$ cat config.mk
export PLATFORM = sky130hd
export DESIGN_NAME = msaa_weighted_resolve_flat
export DESIGN_NICKNAME = d
export VERILOG_FILES = /design/src/msaa_pkg.sv /design/src/msaa_req_if.sv /design/src/msaa_rsp_if.sv /design/src/msaa_csr_if.sv /design/src/msaa_weighted_resolve.sv /design/src/msaa_csr.sv /design/src/msaa_ctrl.sv /design/src/msaa_dp.sv /design/src/flat_wrapper.sv
export SDC_FILE = /design/constraint.sdc
export NUM_CORES = 2
export LEC_CHECK = 0
export BUFFER_PORTS_ARGS = -buffer_cell sky130_fd_sc_hd__buf_2
export CORE_ASPECT_RATIO = 0.8
export CORE_MARGIN = 8
export CORE_UTILIZATION = 45
export DETAILED_ROUTE_END_ITERATION = 8
export REMOVE_ABC_BUFFERS = 1
export SYNTH_ARGS = -nofsm -noshare
export SYNTH_HDL_FRONTEND = slang
export SYNTH_HIERARCHICAL = 1
export SYNTH_SLANG_ARGS = --single-unit
$ cat constraint.sdc
create_clock -name clock -period 14.8 [get_ports clock]
set_clock_uncertainty 0.05 [all_clocks]
set_input_delay 0.74 -clock clock [delete_from_list [all_inputs] [get_ports clock]]
set_output_delay 0.74 -clock clock [all_outputs]
set_load 0.03 [all_outputs]
$ cat src/msaa_pkg.sv
package msaa_pkg;

   localparam int CH_W       = 16;
   localparam int NUM_CH     = 3;
   localparam int W_W        = 9;
   localparam int W_ONE      = 256;
   localparam int NUM_WEIGHT = 4;
   localparam int CNT_CFG_W  = 3;
   localparam int SIZE_CFG_W = 13;
   localparam int SUM_W      = 27;
   localparam int WSUM_W     = 11;
   localparam int QUO_W      = 16;
   localparam int PROD_W     = CH_W + W_W;

   localparam int CSR_IDX_W  = 3;
   localparam int CSR_DATA_W = 13;

   localparam int DEF_MAX_SAMPLES = 4;
   localparam int DEF_MAX_WIDTH   = 4096;
   localparam int DEF_MAX_HEIGHT  = 4096;

   localparam logic [CSR_IDX_W-1:0] REG_SAMPLE_COUNT = 3'd0;
   localparam logic [CSR_IDX_W-1:0] REG_WEIGHT_ZERO  = 3'd1;
   localparam logic [CSR_IDX_W-1:0] REG_WEIGHT_ONE   = 3'd2;
   localparam logic [CSR_IDX_W-1:0] REG_WEIGHT_TWO   = 3'd3;
   localparam logic [CSR_IDX_W-1:0] REG_WEIGHT_THREE = 3'd4;
   localparam logic [CSR_IDX_W-1:0] REG_FRAME_WIDTH  = 3'd5;
   localparam logic [CSR_IDX_W-1:0] REG_FRAME_HEIGHT = 3'd6;

   localparam logic [CNT_CFG_W-1:0]  RST_SAMPLE_COUNT = 3'd1;
   localparam logic [W_W-1:0]        RST_WEIGHT       = 9'd256;
   localparam logic [SIZE_CFG_W-1:0] RST_FRAME_SIZE   = 13'd2;

   typedef logic [CH_W-1:0] chan_type;

   typedef struct packed {
      logic [CNT_CFG_W-1:0]             sample_count;
      logic [NUM_WEIGHT-1:0][W_W-1:0]   weight;
      logic [SIZE_CFG_W-1:0]            frame_width;
      logic [SIZE_CFG_W-1:0]            frame_height;
   } cfg_type;

   typedef struct packed {
      logic accept;
      logic step;
      logic load;
   } dp_cmd_type;

   typedef struct packed {
      logic pixel_last;
      logic out_free;
   } dp_status_type;

endpackage

$ cat src/msaa_req_if.sv
interface msaa_req_if import msaa_pkg::*; ();
   logic     valid;
   logic     ready;
   chan_type red_in;
   chan_type green_in;
   chan_type blue_in;

   modport source (output valid, output red_in, output green_in, output blue_in, input ready);
   modport sink (input valid, input red_in, input green_in, input blue_in, output ready);
endinterface

$ cat src/msaa_rsp_if.sv
interface msaa_rsp_if import msaa_pkg::*; ();
   logic     valid;
   logic     ready;
   chan_type red_out;
   chan_type green_out;
   chan_type blue_out;
   logic     frame_end;

   modport source (output valid, output red_out, output green_out, output blue_out,
                   output frame_end, input ready);
   modport sink (input valid, input red_out, input green_out, input blue_out,
                 input frame_end, output ready);
endinterface

$ cat src/msaa_csr_if.sv
interface msaa_csr_if import msaa_pkg::*; ();
   logic                  valid;
   logic                  ready;
   logic [CSR_IDX_W-1:0]  index;
   logic [CSR_DATA_W-1:0] data;

   modport source (output valid, output index, output data, input ready);
   modport sink (input valid, input index, input data, output ready);
endinterface

$ cat src/msaa_weighted_resolve.sv
// Weighted multisample resolve. Samples (RGB, unsigned Q8.8) enter in raster
// order, sample_count per pixel, and each is scaled by its Q1.8 weight and
// summed; one sample is taken per cycle while accepting. On a pixel's last
// sample the three sums are divided by the weight total in a restoring
// divider (a subtractor per channel, shared divisor and step control) that
// yields one quotient bit per cycle for all three channels over 16 steps,
// and the result is then loaded; no sample is taken during the divide or
// the load. A quotient above 0xFFFF saturates, and a zero weight total
// gives zero. The result sits in an output register, so the next pixel's
// samples flow while it waits to be taken. frame_end marks the last pixel
// of each frame. Registers are written through the csr port, which is always ready.
module msaa_weighted_resolve import msaa_pkg::*; #(
   parameter int MAX_SAMPLES = DEF_MAX_SAMPLES,
   parameter int MAX_WIDTH   = DEF_MAX_WIDTH,
   parameter int MAX_HEIGHT  = DEF_MAX_HEIGHT
) (
   input  logic       clock,
   input  logic       reset,
   msaa_req_if.sink   req_if,
   msaa_rsp_if.source rsp_if,
   msaa_csr_if.sink   csr_if
);

   cfg_type               cfg;
   dp_cmd_type            cmd;
   dp_status_type         status;
   chan_type [NUM_CH-1:0] in_chan;
   chan_type [NUM_CH-1:0] out_chan;
   logic                  rsp_valid;
   logic                  frame_end;

   assign in_chan[0] = req_if.red_in;
   assign in_chan[1] = req_if.green_in;
   assign in_chan[2] = req_if.blue_in;

   assign rsp_if.valid     = rsp_valid;
   assign rsp_if.red_out   = out_chan[0];
   assign rsp_if.green_out = out_chan[1];
   assign rsp_if.blue_out  = out_chan[2];
   assign rsp_if.frame_end = frame_end;

   msaa_csr u_csr (
      .clock (clock),
      .reset (reset),
      .csr   (csr_if),
      .cfg   (cfg)
   );

   msaa_ctrl u_ctrl (
      .clock     (clock),
      .reset     (reset),
      .req_valid (req_if.valid),
      .req_ready (req_if.ready),
      .status    (status),
      .cmd       (cmd)
   );

   msaa_dp #(
      .MAX_SAMPLES (MAX_SAMPLES),
      .MAX_WIDTH   (MAX_WIDTH),
      .MAX_HEIGHT  (MAX_HEIGHT)
   ) u_dp (
      .clock     (clock),
      .reset     (reset),
      .cfg       (cfg),
      .cmd       (cmd),
      .status    (status),
      .in_chan   (in_chan),
      .rsp_ready (rsp_if.ready),
      .rsp_valid (rsp_valid),
      .out_chan  (out_chan),
      .frame_end (frame_end)
   );

endmodule

$ cat src/msaa_csr.sv
module msaa_csr import msaa_pkg::*; (
   input  logic    clock,
   input  logic    reset,
   msaa_csr_if.sink csr,
   output cfg_type cfg
);

   cfg_type cfg_ff;
   cfg_type cfg_in;

   assign csr.ready = 1'b1;
   assign cfg       = cfg_ff;

   always_comb begin
      cfg_in = cfg_ff;
      if (csr.valid) begin
         unique case (csr.index)
            REG_SAMPLE_COUNT: cfg_in.sample_count = csr.data[CNT_CFG_W-1:0];
            REG_WEIGHT_ZERO:  cfg_in.weight[0]    = csr.data[W_W-1:0];
            REG_WEIGHT_ONE:   cfg_in.weight[1]    = csr.data[W_W-1:0];
            REG_WEIGHT_TWO:   cfg_in.weight[2]    = csr.data[W_W-1:0];
            REG_WEIGHT_THREE: cfg_in.weight[3]    = csr.data[W_W-1:0];
            REG_FRAME_WIDTH:  cfg_in.frame_width  = csr.data[SIZE_CFG_W-1:0];
            REG_FRAME_HEIGHT: cfg_in.frame_height = csr.data[SIZE_CFG_W-1:0];
            default: ;
         endcase
      end
   end

   always_ff @(posedge clock) begin
      if (reset) begin
         cfg_ff.sample_count <= RST_SAMPLE_COUNT;
         cfg_ff.weight       <= {NUM_WEIGHT{RST_WEIGHT}};
         cfg_ff.frame_width  <= RST_FRAME_SIZE;
         cfg_ff.frame_height <= RST_FRAME_SIZE;
      end else begin
         cfg_ff <= cfg_in;
      end
   end

endmodule

$ cat src/msaa_ctrl.sv
module msaa_ctrl import msaa_pkg::*; (
   input  logic          clock,
   input  logic          reset,
   input  logic          req_valid,
   output logic          req_ready,
   input  dp_status_type status,
   output dp_cmd_type    cmd
);

   localparam logic [1:0] ST_ACCEPT = 2'd0;
   localparam logic [1:0] ST_DIVIDE = 2'd1;
   localparam logic [1:0] ST_LOAD   = 2'd2;

   localparam int STEP_W = $clog2(QUO_W);

   logic [1:0]        state_ff;
   logic [1:0]        state_in;
   logic [STEP_W-1:0] step_ff;
   logic [STEP_W-1:0] step_in;

   assign req_ready  = (state_ff == ST_ACCEPT);
   assign cmd.accept = req_valid && (state_ff == ST_ACCEPT);
   assign cmd.step   = (state_ff == ST_DIVIDE);
   assign cmd.load   = (state_ff == ST_LOAD) && status.out_free;

   always_comb begin
      state_in = state_ff;
      step_in  = step_ff;
      unique case (state_ff)
         ST_ACCEPT: begin
            step_in = '0;
            if (cmd.accept && status.pixel_last) begin
               state_in = ST_DIVIDE;
            end
         end
         ST_DIVIDE: begin
            step_in = step_ff + 1'b1;
            if (step_ff == STEP_W'(QUO_W - 1)) begin
               state_in = ST_LOAD;
            end
         end
         ST_LOAD: begin
            if (status.out_free) begin
               state_in = ST_ACCEPT;
            end
         end
         default: state_in = ST_ACCEPT;
      endcase
   end

   always_ff @(posedge clock) begin
      if (reset) begin
         state_ff <= ST_ACCEPT;
         step_ff  <= '0;
      end else begin
         state_ff <= state_in;
         step_ff  <= step_in;
      end
   end

endmodule

$ cat src/msaa_dp.sv
module msaa_dp import msaa_pkg::*; #(
   parameter int MAX_SAMPLES = DEF_MAX_SAMPLES,
   parameter int MAX_WIDTH   = DEF_MAX_WIDTH,
   parameter int MAX_HEIGHT  = DEF_MAX_HEIGHT
) (
   input  logic                    clock,
   input  logic                    reset,
   input  cfg_type                 cfg,
   input  dp_cmd_type              cmd,
   output dp_status_type           status,
   input  chan_type [NUM_CH-1:0]   in_chan,
   input  logic                    rsp_ready,
   output logic                    rsp_valid,
   output chan_type [NUM_CH-1:0]   out_chan,
   output logic                    frame_end
);

   localparam int SI_W  = (MAX_SAMPLES > 1) ? $clog2(MAX_SAMPLES) : 1;
   localparam int SC_W  = (SI_W + 1 > CNT_CFG_W) ? SI_W + 1 : CNT_CFG_W;
   localparam int WI_W  = (SI_W > 2) ? SI_W : 2;
   localparam int COL_W = $clog2(MAX_WIDTH);
   localparam int ROW_W = $clog2(MAX_HEIGHT);
   localparam int XW    = (COL_W + 1 > SIZE_CFG_W) ? COL_W + 1 : SIZE_CFG_W;
   localparam int YW    = (ROW_W + 1 > SIZE_CFG_W) ? ROW_W + 1 : SIZE_CFG_W;
   localparam int HI_W  = SUM_W - QUO_W;

   logic [SI_W-1:0]  idx_ff, idx_in;
   logic [COL_W-1:0] col_ff, col_in;
   logic [ROW_W-1:0] row_ff, row_in;
   logic [NUM_CH-1:0][SUM_W-1:0] acc_ff, acc_in;
   logic [WSUM_W-1:0] wsum_ff, wsum_in;

   logic [NUM_CH-1:0][HI_W-1:0]  rem_ff, rem_in;
   logic [NUM_CH-1:0][QUO_W-1:0] quo_ff, quo_in;
   logic [NUM_CH-1:0]            sat_ff, sat_in;
   logic [WSUM_W-1:0]            den_ff, den_in;
   logic                         zero_ff, zero_in;
   logic                         fend_ff, fend_in;

   logic                         rsp_valid_ff, rsp_valid_in;
   chan_type [NUM_CH-1:0]        out_ff, out_in;
   logic                         rsp_fend_ff, rsp_fend_in;

   logic [SC_W-1:0]  count;
   logic [XW-1:0]    width;
   logic [YW-1:0]    height;
   logic [WI_W-1:0]  widx;
   logic [W_W-1:0]   wraw;
   logic [W_W-1:0]   weight;
   logic             last_sample;
   logic             last_col;
   logic             last_row;
   logic [NUM_CH-1:0][PROD_W-1:0] prod;
   logic [NUM_CH-1:0][SUM_W-1:0]  sum_next;
   logic [WSUM_W-1:0]             wsum_next;
   logic [NUM_CH-1:0][HI_W:0]     trial;
   logic [NUM_CH-1:0][HI_W:0]     diff;

   always_comb begin
      count = SC_W'(cfg.sample_count);
      if (count == '0) begin
         count = SC_W'(1);
      end else if (count > SC_W'(MAX_SAMPLES)) begin
         count = SC_W'(MAX_SAMPLES);
      end
      width = XW'(cfg.frame_width);
      if (width == '0) begin
         width = XW'(1);
      end else if (width > XW'(MAX_WIDTH)) begin
         width = XW'(MAX_WIDTH);
      end
      height = YW'(cfg.frame_height);
      if (height == '0) begin
         height = YW'(1);
      end else if (height > YW'(MAX_HEIGHT)) begin
         height = YW'(MAX_HEIGHT);
      end
      widx   = WI_W'(idx_ff);
      wraw   = cfg.weight[widx[1:0]];
      weight = (wraw > W_W'(W_ONE)) ? W_W'(W_ONE) : wraw;
      last_sample = (SC_W'(idx_ff) + 1'b1) >= count;
      last_col    = (XW'(col_ff) + 1'b1) >= width;
      last_row    = (YW'(row_ff) + 1'b1) >= height;
   end

   assign status.pixel_last = last_sample;
   assign status.out_free   = !rsp_valid_ff || rsp_ready;

   always_comb begin
      for (int c = 0; c < NUM_CH; c++) begin
         prod[c]     = in_chan[c] * weight;
         sum_next[c] = acc_ff[c] + SUM_W'(prod[c]);
         trial[c]    = {rem_ff[c], quo_ff[c][QUO_W-1]};
         diff[c]     = trial[c] - (HI_W + 1)'(den_ff);
      end
      wsum_next = wsum_ff + WSUM_W'(weight);
   end

   always_comb begin
      idx_in  = idx_ff;
      col_in  = col_ff;
      row_in  = row_ff;
      acc_in  = acc_ff;
      wsum_in = wsum_ff;
      rem_in  = rem_ff;
      quo_in  = quo_ff;
      sat_in  = sat_ff;
      den_in  = den_ff;
      zero_in = zero_ff;
      fend_in = fend_ff;
      if (cmd.accept) begin
         if (last_sample) begin
            idx_in  = '0;
            acc_in  = '0;
            wsum_in = '0;
            for (int c = 0; c < NUM_CH; c++) begin
               rem_in[c] = sum_next[c][SUM_W-1:QUO_W];
               quo_in[c] = sum_next[c][QUO_W-1:0];
               sat_in[c] = HI_W'(sum_next[c][SUM_W-1:QUO_W]) >= HI_W'(wsum_next);
            end
            den_in  = wsum_next;
            zero_in = (wsum_next == '0);
            fend_in = last_col && last_row;
            if (last_col) begin
               col_in = '0;
               row_in = last_row ? '0 : row_ff + 1'b1;
            end else begin
               col_in = col_ff + 1'b1;
            end
         end else begin
            idx_in  = idx_ff + 1'b1;
            acc_in  = sum_next;
            wsum_in = wsum_next;
         end
      end else if (cmd.step) begin
         for (int c = 0; c < NUM_CH; c++) begin
            if (!diff[c][HI_W]) begin
               rem_in[c] = diff[c][HI_W-1:0];
               quo_in[c] = {quo_ff[c][QUO_W-2:0], 1'b1};
            end else begin
               rem_in[c] = trial[c][HI_W-1:0];
               quo_in[c] = {quo_ff[c][QUO_W-2:0], 1'b0};
            end
         end
      end
   end

   always_comb begin
      rsp_valid_in = rsp_valid_ff;
      out_in       = out_ff;
      rsp_fend_in  = rsp_fend_ff;
      if (rsp_valid_ff && rsp_ready) begin
         rsp_valid_in = 1'b0;
      end
      if (cmd.load) begin
         rsp_valid_in = 1'b1;
         rsp_fend_in  = fend_ff;
         for (int c = 0; c < NUM_CH; c++) begin
            if (zero_ff) begin
               out_in[c] = '0;
            end else if (sat_ff[c]) begin
               out_in[c] = '1;
            end else begin
               out_in[c] = quo_ff[c];
            end
         end
      end
   end

   always_ff @(posedge clock) begin
      if (reset) begin
         idx_ff       <= '0;
         col_ff       <= '0;
         row_ff       <= '0;
         acc_ff       <= '0;
         wsum_ff      <= '0;
         rsp_valid_ff <= 1'b0;
      end else begin
         idx_ff       <= idx_in;
         col_ff       <= col_in;
         row_ff       <= row_in;
         acc_ff       <= acc_in;
         wsum_ff      <= wsum_in;
         rsp_valid_ff <= rsp_valid_in;
      end
   end

   always_ff @(posedge clock) begin
      rem_ff      <= rem_in;
      quo_ff      <= quo_in;
      sat_ff      <= sat_in;
      den_ff      <= den_in;
      zero_ff     <= zero_in;
      fend_ff     <= fend_in;
      out_ff      <= out_in;
      rsp_fend_ff <= rsp_fend_in;
   end

   assign rsp_valid = rsp_valid_ff;
   assign out_chan  = out_ff;
   assign frame_end = rsp_fend_ff;

   a_rem_below_den: assert property (@(posedge clock) disable iff (reset)
      (cmd.step && !zero_ff && !sat_ff[0]) |-> (HI_W'(den_ff) > rem_ff[0]))
      else $error("red remainder not below divisor");

   a_valid_from_load: assert property (@(posedge clock) disable iff (reset)
      $rose(rsp_valid_ff) |-> $past(cmd.load))
      else $error("result raised without load");

   a_close_clears: assert property (@(posedge clock) disable iff (reset)
      (cmd.accept && last_sample) |=> (wsum_ff == '0 && idx_ff == '0))
      else $error("pixel close left accumulators set");

   a_no_load_overrun: assert property (@(posedge clock) disable iff (reset)
      (rsp_valid_ff && !rsp_ready) |-> !cmd.load)
      else $error("output overwritten while stalled");

endmodule

$ cat src/flat_wrapper.sv
// flat-port wrapper written by rule: the top's interface ports become plain ports
module msaa_weighted_resolve_flat import msaa_pkg::*;
#(
   parameter int MAX_SAMPLES = DEF_MAX_SAMPLES,
   parameter int MAX_WIDTH   = DEF_MAX_WIDTH,
   parameter int MAX_HEIGHT  = DEF_MAX_HEIGHT
)
  (clock, reset, req_if_valid, req_if_red_in, req_if_green_in, req_if_blue_in, req_if_ready, rsp_if_valid, rsp_if_red_out, rsp_if_green_out, rsp_if_blue_out, rsp_if_frame_end, rsp_if_ready, csr_if_valid, csr_if_index, csr_if_data, csr_if_ready);
  msaa_req_if req_if_i ();
  msaa_rsp_if rsp_if_i ();
  msaa_csr_if csr_if_i ();
  input  logic clock;
  input  logic reset;
  input wire logic [$bits(req_if_i.valid)-1:0] req_if_valid;
  input wire logic [$bits(req_if_i.red_in)-1:0] req_if_red_in;
  input wire logic [$bits(req_if_i.green_in)-1:0] req_if_green_in;
  input wire logic [$bits(req_if_i.blue_in)-1:0] req_if_blue_in;
  output wire logic [$bits(req_if_i.ready)-1:0] req_if_ready;
  output wire logic [$bits(rsp_if_i.valid)-1:0] rsp_if_valid;
  output wire logic [$bits(rsp_if_i.red_out)-1:0] rsp_if_red_out;
  output wire logic [$bits(rsp_if_i.green_out)-1:0] rsp_if_green_out;
  output wire logic [$bits(rsp_if_i.blue_out)-1:0] rsp_if_blue_out;
  output wire logic [$bits(rsp_if_i.frame_end)-1:0] rsp_if_frame_end;
  input wire logic [$bits(rsp_if_i.ready)-1:0] rsp_if_ready;
  input wire logic [$bits(csr_if_i.valid)-1:0] csr_if_valid;
  input wire logic [$bits(csr_if_i.index)-1:0] csr_if_index;
  input wire logic [$bits(csr_if_i.data)-1:0] csr_if_data;
  output wire logic [$bits(csr_if_i.ready)-1:0] csr_if_ready;
  assign req_if_i.valid = req_if_valid;
  assign req_if_i.red_in = req_if_red_in;
  assign req_if_i.green_in = req_if_green_in;
  assign req_if_i.blue_in = req_if_blue_in;
  assign req_if_ready = req_if_i.ready;
  assign rsp_if_valid = rsp_if_i.valid;
  assign rsp_if_red_out = rsp_if_i.red_out;
  assign rsp_if_green_out = rsp_if_i.green_out;
  assign rsp_if_blue_out = rsp_if_i.blue_out;
  assign rsp_if_frame_end = rsp_if_i.frame_end;
  assign rsp_if_i.ready = rsp_if_ready;
  assign csr_if_i.valid = csr_if_valid;
  assign csr_if_i.index = csr_if_index;
  assign csr_if_i.data = csr_if_data;
  assign csr_if_ready = csr_if_i.ready;
  msaa_weighted_resolve #(.MAX_SAMPLES(MAX_SAMPLES), .MAX_WIDTH(MAX_WIDTH), .MAX_HEIGHT(MAX_HEIGHT)) u_core (.clock(clock), .reset(reset), .req_if(req_if_i), .rsp_if(rsp_if_i), .csr_if(csr_if_i));
endmodule
Word level (Yosys, flattened, before mapping):

Cells that the tools add are included.

* register bits after elaboration: 336
* input bits: 69
* output and inout port bits: 52
* logic and storage cells: 135

* add/sub/neg operators: 14
* $mul: 3
* magnitude comparators: 11
* eq/ne operators: 13
* muxes and demuxes: 36
* reductions and logical operators: 27

Operators by type and width (count)
* $mux 48: 3
* $mux 33: 3
* $add 27x25->27: 3
* $mux 81: 1
* $mul 16x9->25: 3
* $mux 13: 4
* $mux 16: 3
* $mux 11: 4
* $sub 12x11->12: 3
* $ge 11x11->1: 3
* $add 12x1->13 const B: 2
* $ge 13x13->1: 2
* $gt 13x13->1 const B: 2
* $logic_not 13->1: 2
* $add 12x1->12 const B: 2
* $mux 12: 2
* $bmux 9 s2: 1
* $mux 9: 2
* $reduce_and 2->1: 9
* $add 11x9->11: 1
* $logic_not 11->1: 1
* $eq 3x3->1 const B: 3
* $gt 9x9->1 const B: 1
* $mux 2: 4
* 24 further kinds: 40

Longest topological paths before layout:

* word-level depth: 8
* gate-level depth with buffers: 36
* mapped depth without buffers: 32

By module:

The synthesis kept the hierarchy.

Modules (own cells, without submodules)
* msaa_dp: instances 1, cells each 3294, area each 30295.3 µm², seq. area each 6766.5 µm²
* msaa_csr: instances 1, cells each 245, area each 2645.0 µm², seq. area each 1301.2 µm²
* msaa_ctrl: instances 1, cells each 33, area each 321.6 µm², seq. area each 120.1 µm²

Least setup slack after synthesis:

No wires, ideal clock.

* kind: register -> register
* start: reg u_core.u_dp.idx_ff[1]
* end: reg u_core.u_dp.sat_ff[2] (data pin)
* setup time: 0.270 ns
* arrival: 7.732 ns
* required time: 14.480 ns
* slack: 6.748 ns
* cell stages (with the launch flop): 35
* buffers on the path: 3
* period minus slack after synthesis: 8.052 ns
* cells stage by stage: dfxtp_1 > clkbuf_1 > mux4_2 > clkbuf_1 > nor2b_1 > clkbuf_1 > nand2_1 > fa_1 > inv_1 > fa_1 > inv_1 > fa_1 > inv_1 > fa_1 > inv_1 > fa_1 > inv_1 > ha_1 > nand2_1 > o21ai_0 > nand3_1 > o21ai_0 > a31o_2 > a2111oi_0 > or3_1 > ha_1 > nand2b_1 > a21o_1 > a21o_1 > a21oi_1 > nor2b_1 > o21ai_0 > nand2b_1 > a2111oi_0 > o21ai_0

* longest elaborated chain between the ends: 7
* elaborated cells on any way between the ends: 8
* classes of those cells: 2 x add/sub; 1 x mul; 2 x order compare; 3 x mux

RTL lines
* start, declared: line msaa_dp.sv:27 `logic [SI_W-1:0] idx_ff, idx_in;`
* start signal, assigned: line msaa_dp.sv:179 `idx_ff <= idx_in;`
* $bmux 9 s2 *: line msaa_dp.sv:79 `wraw = cfg.weight[widx[1:0]];`
* $mux 9 (implied by the code) *: line msaa_dp.sv:79
* $gt 9x9->1: line msaa_dp.sv:80 `weight = (wraw > W_W'(W_ONE)) ? W_W'(W_ONE) : wraw;`
* $mux 9 *: line msaa_dp.sv:80
* $mul 16x9->25: line msaa_dp.sv:91 `prod[c] = in_chan[c] * weight;`
* $add 27x25->27: line msaa_dp.sv:92 `sum_next[c] = acc_ff[c] + SUM_W'(prod[c]);`
* $ge 11x11->1 *: line msaa_dp.sv:119 `sat_in[c] = HI_W'(sum_next[c][SUM_W-1:QUO_W]) >= HI_W'(wsum_next);`
* end signal, assigned: line msaa_dp.sv:191 `sat_ff <= sat_in;`
* end, declared: line msaa_dp.sv:35 `logic [NUM_CH-1:0] sat_ff, sat_in;`

Every way passes the cells marked *; elsewhere a longest branch is shown, timed or not. The select of a mux whose other input is x is not followed.
A chain may end at the register's enable or synchronous reset.

Worst setup path in the final report:

* start: reg u_core.u_dp.idx_ff[0]
* end: reg u_core.u_dp.sat_ff[2] (data pin)

The elaborated chain is that of the path after synthesis.

==> impl_metrics.py <==
metrics = {
    "run_status": {
        "outcome": "completed",
    },
    "synthesis": {
        "postSynthAreaPerCell_sq_um": 9.31,
        "synth-async-reset-ratio": 0,
        "synth-edff-count": 146,
        "synth.distinct_cells": 83,
        "synthCells": 3572,
        "yosysSeqAreaShare": 0.246,
        "ys_ff_latch": 336,
        "yosysWarningCount": 6,
        "synth_flop_cell": "dfxtp_1",
        "netlist_area_sq_um": 33300,
    },
    "clocking": {
        "clk_pin_slew_worst_paths_ps": 60,
        "clk-insertion-delay-late_ps": 590,
        "cts_hold_buf": 0,
        "clockBufferDepth": 3,
        "post_cts_buffers": 0,
        "ctsRootBufferMaster": "clkbuf_16",
        "cts_resized": 0,
        "cts.sinks": 336,
        "cts_tree": "yes",
        "cts_htree_levels": 2,
        "cts_buffers": 41,
    },
    "worst_setup_path": {
        "r2r_cells": 33,
        "ff2ff_setup_slack_ps": 5320,
        "crit_path_end_kind": "flop",
        "crit_arrival_ps": 9740,
        "cp_slowest_cell": "dfxtp_1",
        "start_kind": "flop",
        "crit_type": "flop to flop",
        "r2r-start": "u_core/u_dp/idx_ff[0]",
        "worstPathRequired_ps": 15070,
        "r2r_end": "u_core/u_dp/sat_ff[2]",
        "critPathMaxStageDelay_ps": 810,
        "path_max_fanout": 57,
    },
    "floorplanning": {
        "io_pins": 121,
        "die_y_um": 259,
        "rows": 89,
        "die-area_sq_um": 82900,
        "fp.dieW_um": 320,
        "core_area_sq_um": 73500,
        "start_util": 0.453,
    },
    "detailed_routing": {
        "drt-initial-drc-count": 1709,
        "vias_per_cell": 5.24,
        "vias": 24077,
        "routedWlPerCell_um": 18.1,
        "postRouteAntennaNets": 0,
        "first_pass_iters": 6,
        "wl_um": 83100,
        "drc_errors": 0,
    },
    "power_and_ir_drop": {
        "power.leakage_nw": 17.4,
        "ir_drop_uv": 87.5,
        "power.density_nw_per_um2": 86.4,
    },
    "worst_hold_path": {
        "hold_start": "csr_if_data[0]",
        "whs_path_depth": 3,
        "min_delay_worst_endpoint": "u_core/u_csr/cfg[62]",
        "hp-class": "primary input to flop",
    },
    "timing": {
        "finalCritPeriodShare": 0.640,
        "finalSetupViolations": 0,
        "fmax_mhz": 106,
        "hold_viol_final": 0,
        "finalMaxSlewViolations": 0,
        "maxSlewHeadroom": 0.198,
        "period_needed_ps": 9480,
        "rsz0062_at_grt": "no",
        "fin_setup_tns_ps": 0,
        "worst_slew_pin_slew_ps": 1190,
        "hold_ws_ps": 406,
    },
    "placement": {
        "port_buffers": 119,
        "place.gp.congestion": 0.843,
        "dpl-instance-area_sq_um": 34700,
        "dpl.hpwl_um": 60400,
    },
    "run": {
        "cap_violations": 0,
    },
    "finish": {
        "layout_common_cells": "563 x inv_1, 364 x fa_1, 344 x nand2_1, 282 x ha_1, 249 x nor2_1",
        "fillCellCount": 6953,
        "final_common_cell": "inv_1",
        "syn_to_final_growth_pct": 8.67,
        "final_nets": 4316,
        "fin_area_sq_um": 36100,
        "layout-drive-gt1-share": 0.0851,
    },
    "global_route": {
        "grt_pass1_wl_um": 136000,
        "grt_pass1_vias": 24203,
        "grt_use_total": 0.202,
        "antenna_found_initial": 7,
        "gr-total-overflow": 0,
        "grt_max_degree": 68,
    },
}
[critical path, delay by kind of cell, from the launching register on]
kind	cells	cell delay [ps]
compound gates	10	2060
flops	1	810
mux	1	580
fa+ha+maj	7	3170
simple gates	8	1280
buf+inv	7	1230
[flip-flops by register name (all words and copies together) (netlist names)]
register                cells
u_core/u_dp/col_ff         12
u_core/u_dp/wsum_ff        11
u_core/u_ctrl/step_ff       4
u_core/u_dp/sat_ff          3
u_core/u_dp/rem_ff         33
u_core/u_ctrl/state_ff      2
u_core/u_dp/out_chan       48
u_core/u_dp/acc_ff         81
u_core/u_csr/cfg           65
u_core/u_dp/fend_ff         1
u_core/u_dp/rsp_valid       1
u_core/u_dp/idx_ff          2
u_core/u_dp/frame_end       1
u_core/u_dp/row_ff         12
u_core/u_dp/den_ff         11
u_core/u_dp/quo_ff         48
u_core/u_dp/zero_ff         1
[stage by stage]
stage / util / total power [mW] / instances / worst slack, ps
2_1_floorplan: - / 1.82 / 3411 / 5120
3_3_place_gp: 0.472 / 2.05 / 4513 / 5390
3_5_place_dp: 0.472 / 2.05 / 4513 / 5260
4_1_cts: 0.492 / 3.15 / 4588 / 5220
5_1_grt: 0.492 / 3.29 / 4588 / 4550
6_report: 0.492 / 3.12 / 4591 / 5320
[power by group]
part	switching [mW]	internal, mW	total, mW
clock network	0.451	0.629	1.08
registers	0.0580	1.09	1.15
logic	0.490	0.404	0.894
total	0.999	2.13	3.12
[synthesized netlist by cell type (all sizes together) (53+ instances only)]
library cell / number / area share
inv: 564 / 0.064
fa: 364 / 0.22
nand2: 344 / 0.039
ha: 282 / 0.11
nor2: 255 / 0.029
and2: 228 / 0.043
dfxtp: 190 / 0.11
edfxtp: 146 / 0.13
a21oi: 131 / 0.020
clkbuf: 120 / 0.014
mux2i: 93 / 0.028
nand2b: 89 / 0.017
o21ai: 83 / 0.012
xnor2: 80 / 0.021
mux2: 54 / 0.019
a21o: 53 / 0.012
xor2: 53 / 0.014
[kinds of logic (layout without fill, tap and decap cells)]
| logic type | count (synthesis) | count (layout) | synth area share |
|---|---|---|---|
| multiplexers | 156 | 156 | 0.0526 |
| flip-flops | 336 | 336 | 0.246 |
| AND/OR/NAND/NOR | 1108 | 1108 | 0.164 |
| adder cells (fa/ha/maj) | 646 | 646 | 0.325 |
| other | 1 | 4 | 0.000113 |
| XOR/XNOR | 133 | 133 | 0.0350 |
| AO/OA/AOI/OAI | 467 | 467 | 0.0936 |
| buffers and inverters | 725 | 786 | 0.0832 |
[cell type report]
cell class	count	area (sq um)	share of cell area
inverters	564	2120	0.0586
multi-input cells	2511	22400	0.620
well taps	955	1190	0.0331
flip-flops and latches	336	8190	0.227
clock buffers	48	1060	0.0294
clock inverters	27	349	0.00966
repair buffers	147	808	0.0224
diodes	3	7.51	0.000208
[routing by layer]
layer,vias up,wire length (um),track usage
met5,-,27,0
met4,4,1680,0.0458
met3,96,4990,0.0334
met2,554,35800,0.307
met1,11799,40600,0.300
li1,11624,-,-
[how the worst max path moves through the flow]
stage,endpoint,startpoint,cells after the start
floorplan,u_core/u_dp/sat_ff[2],u_core/u_dp/idx_ff[0],31
global route,u_core/u_dp/sat_ff[2],u_core/u_dp/idx_ff[0],33
finish,u_core/u_dp/sat_ff[2],u_core/u_dp/idx_ff[0],33
CTS,u_core/u_dp/sat_ff[2],u_core/u_dp/idx_ff[0],33
detailed placement,u_core/u_dp/sat_ff[2],u_core/u_dp/idx_ff[0],33
global placement,u_core/u_dp/sat_ff[2],u_core/u_dp/idx_ff[0],33
Note: power is estimated with default switching activity, not from simulation.
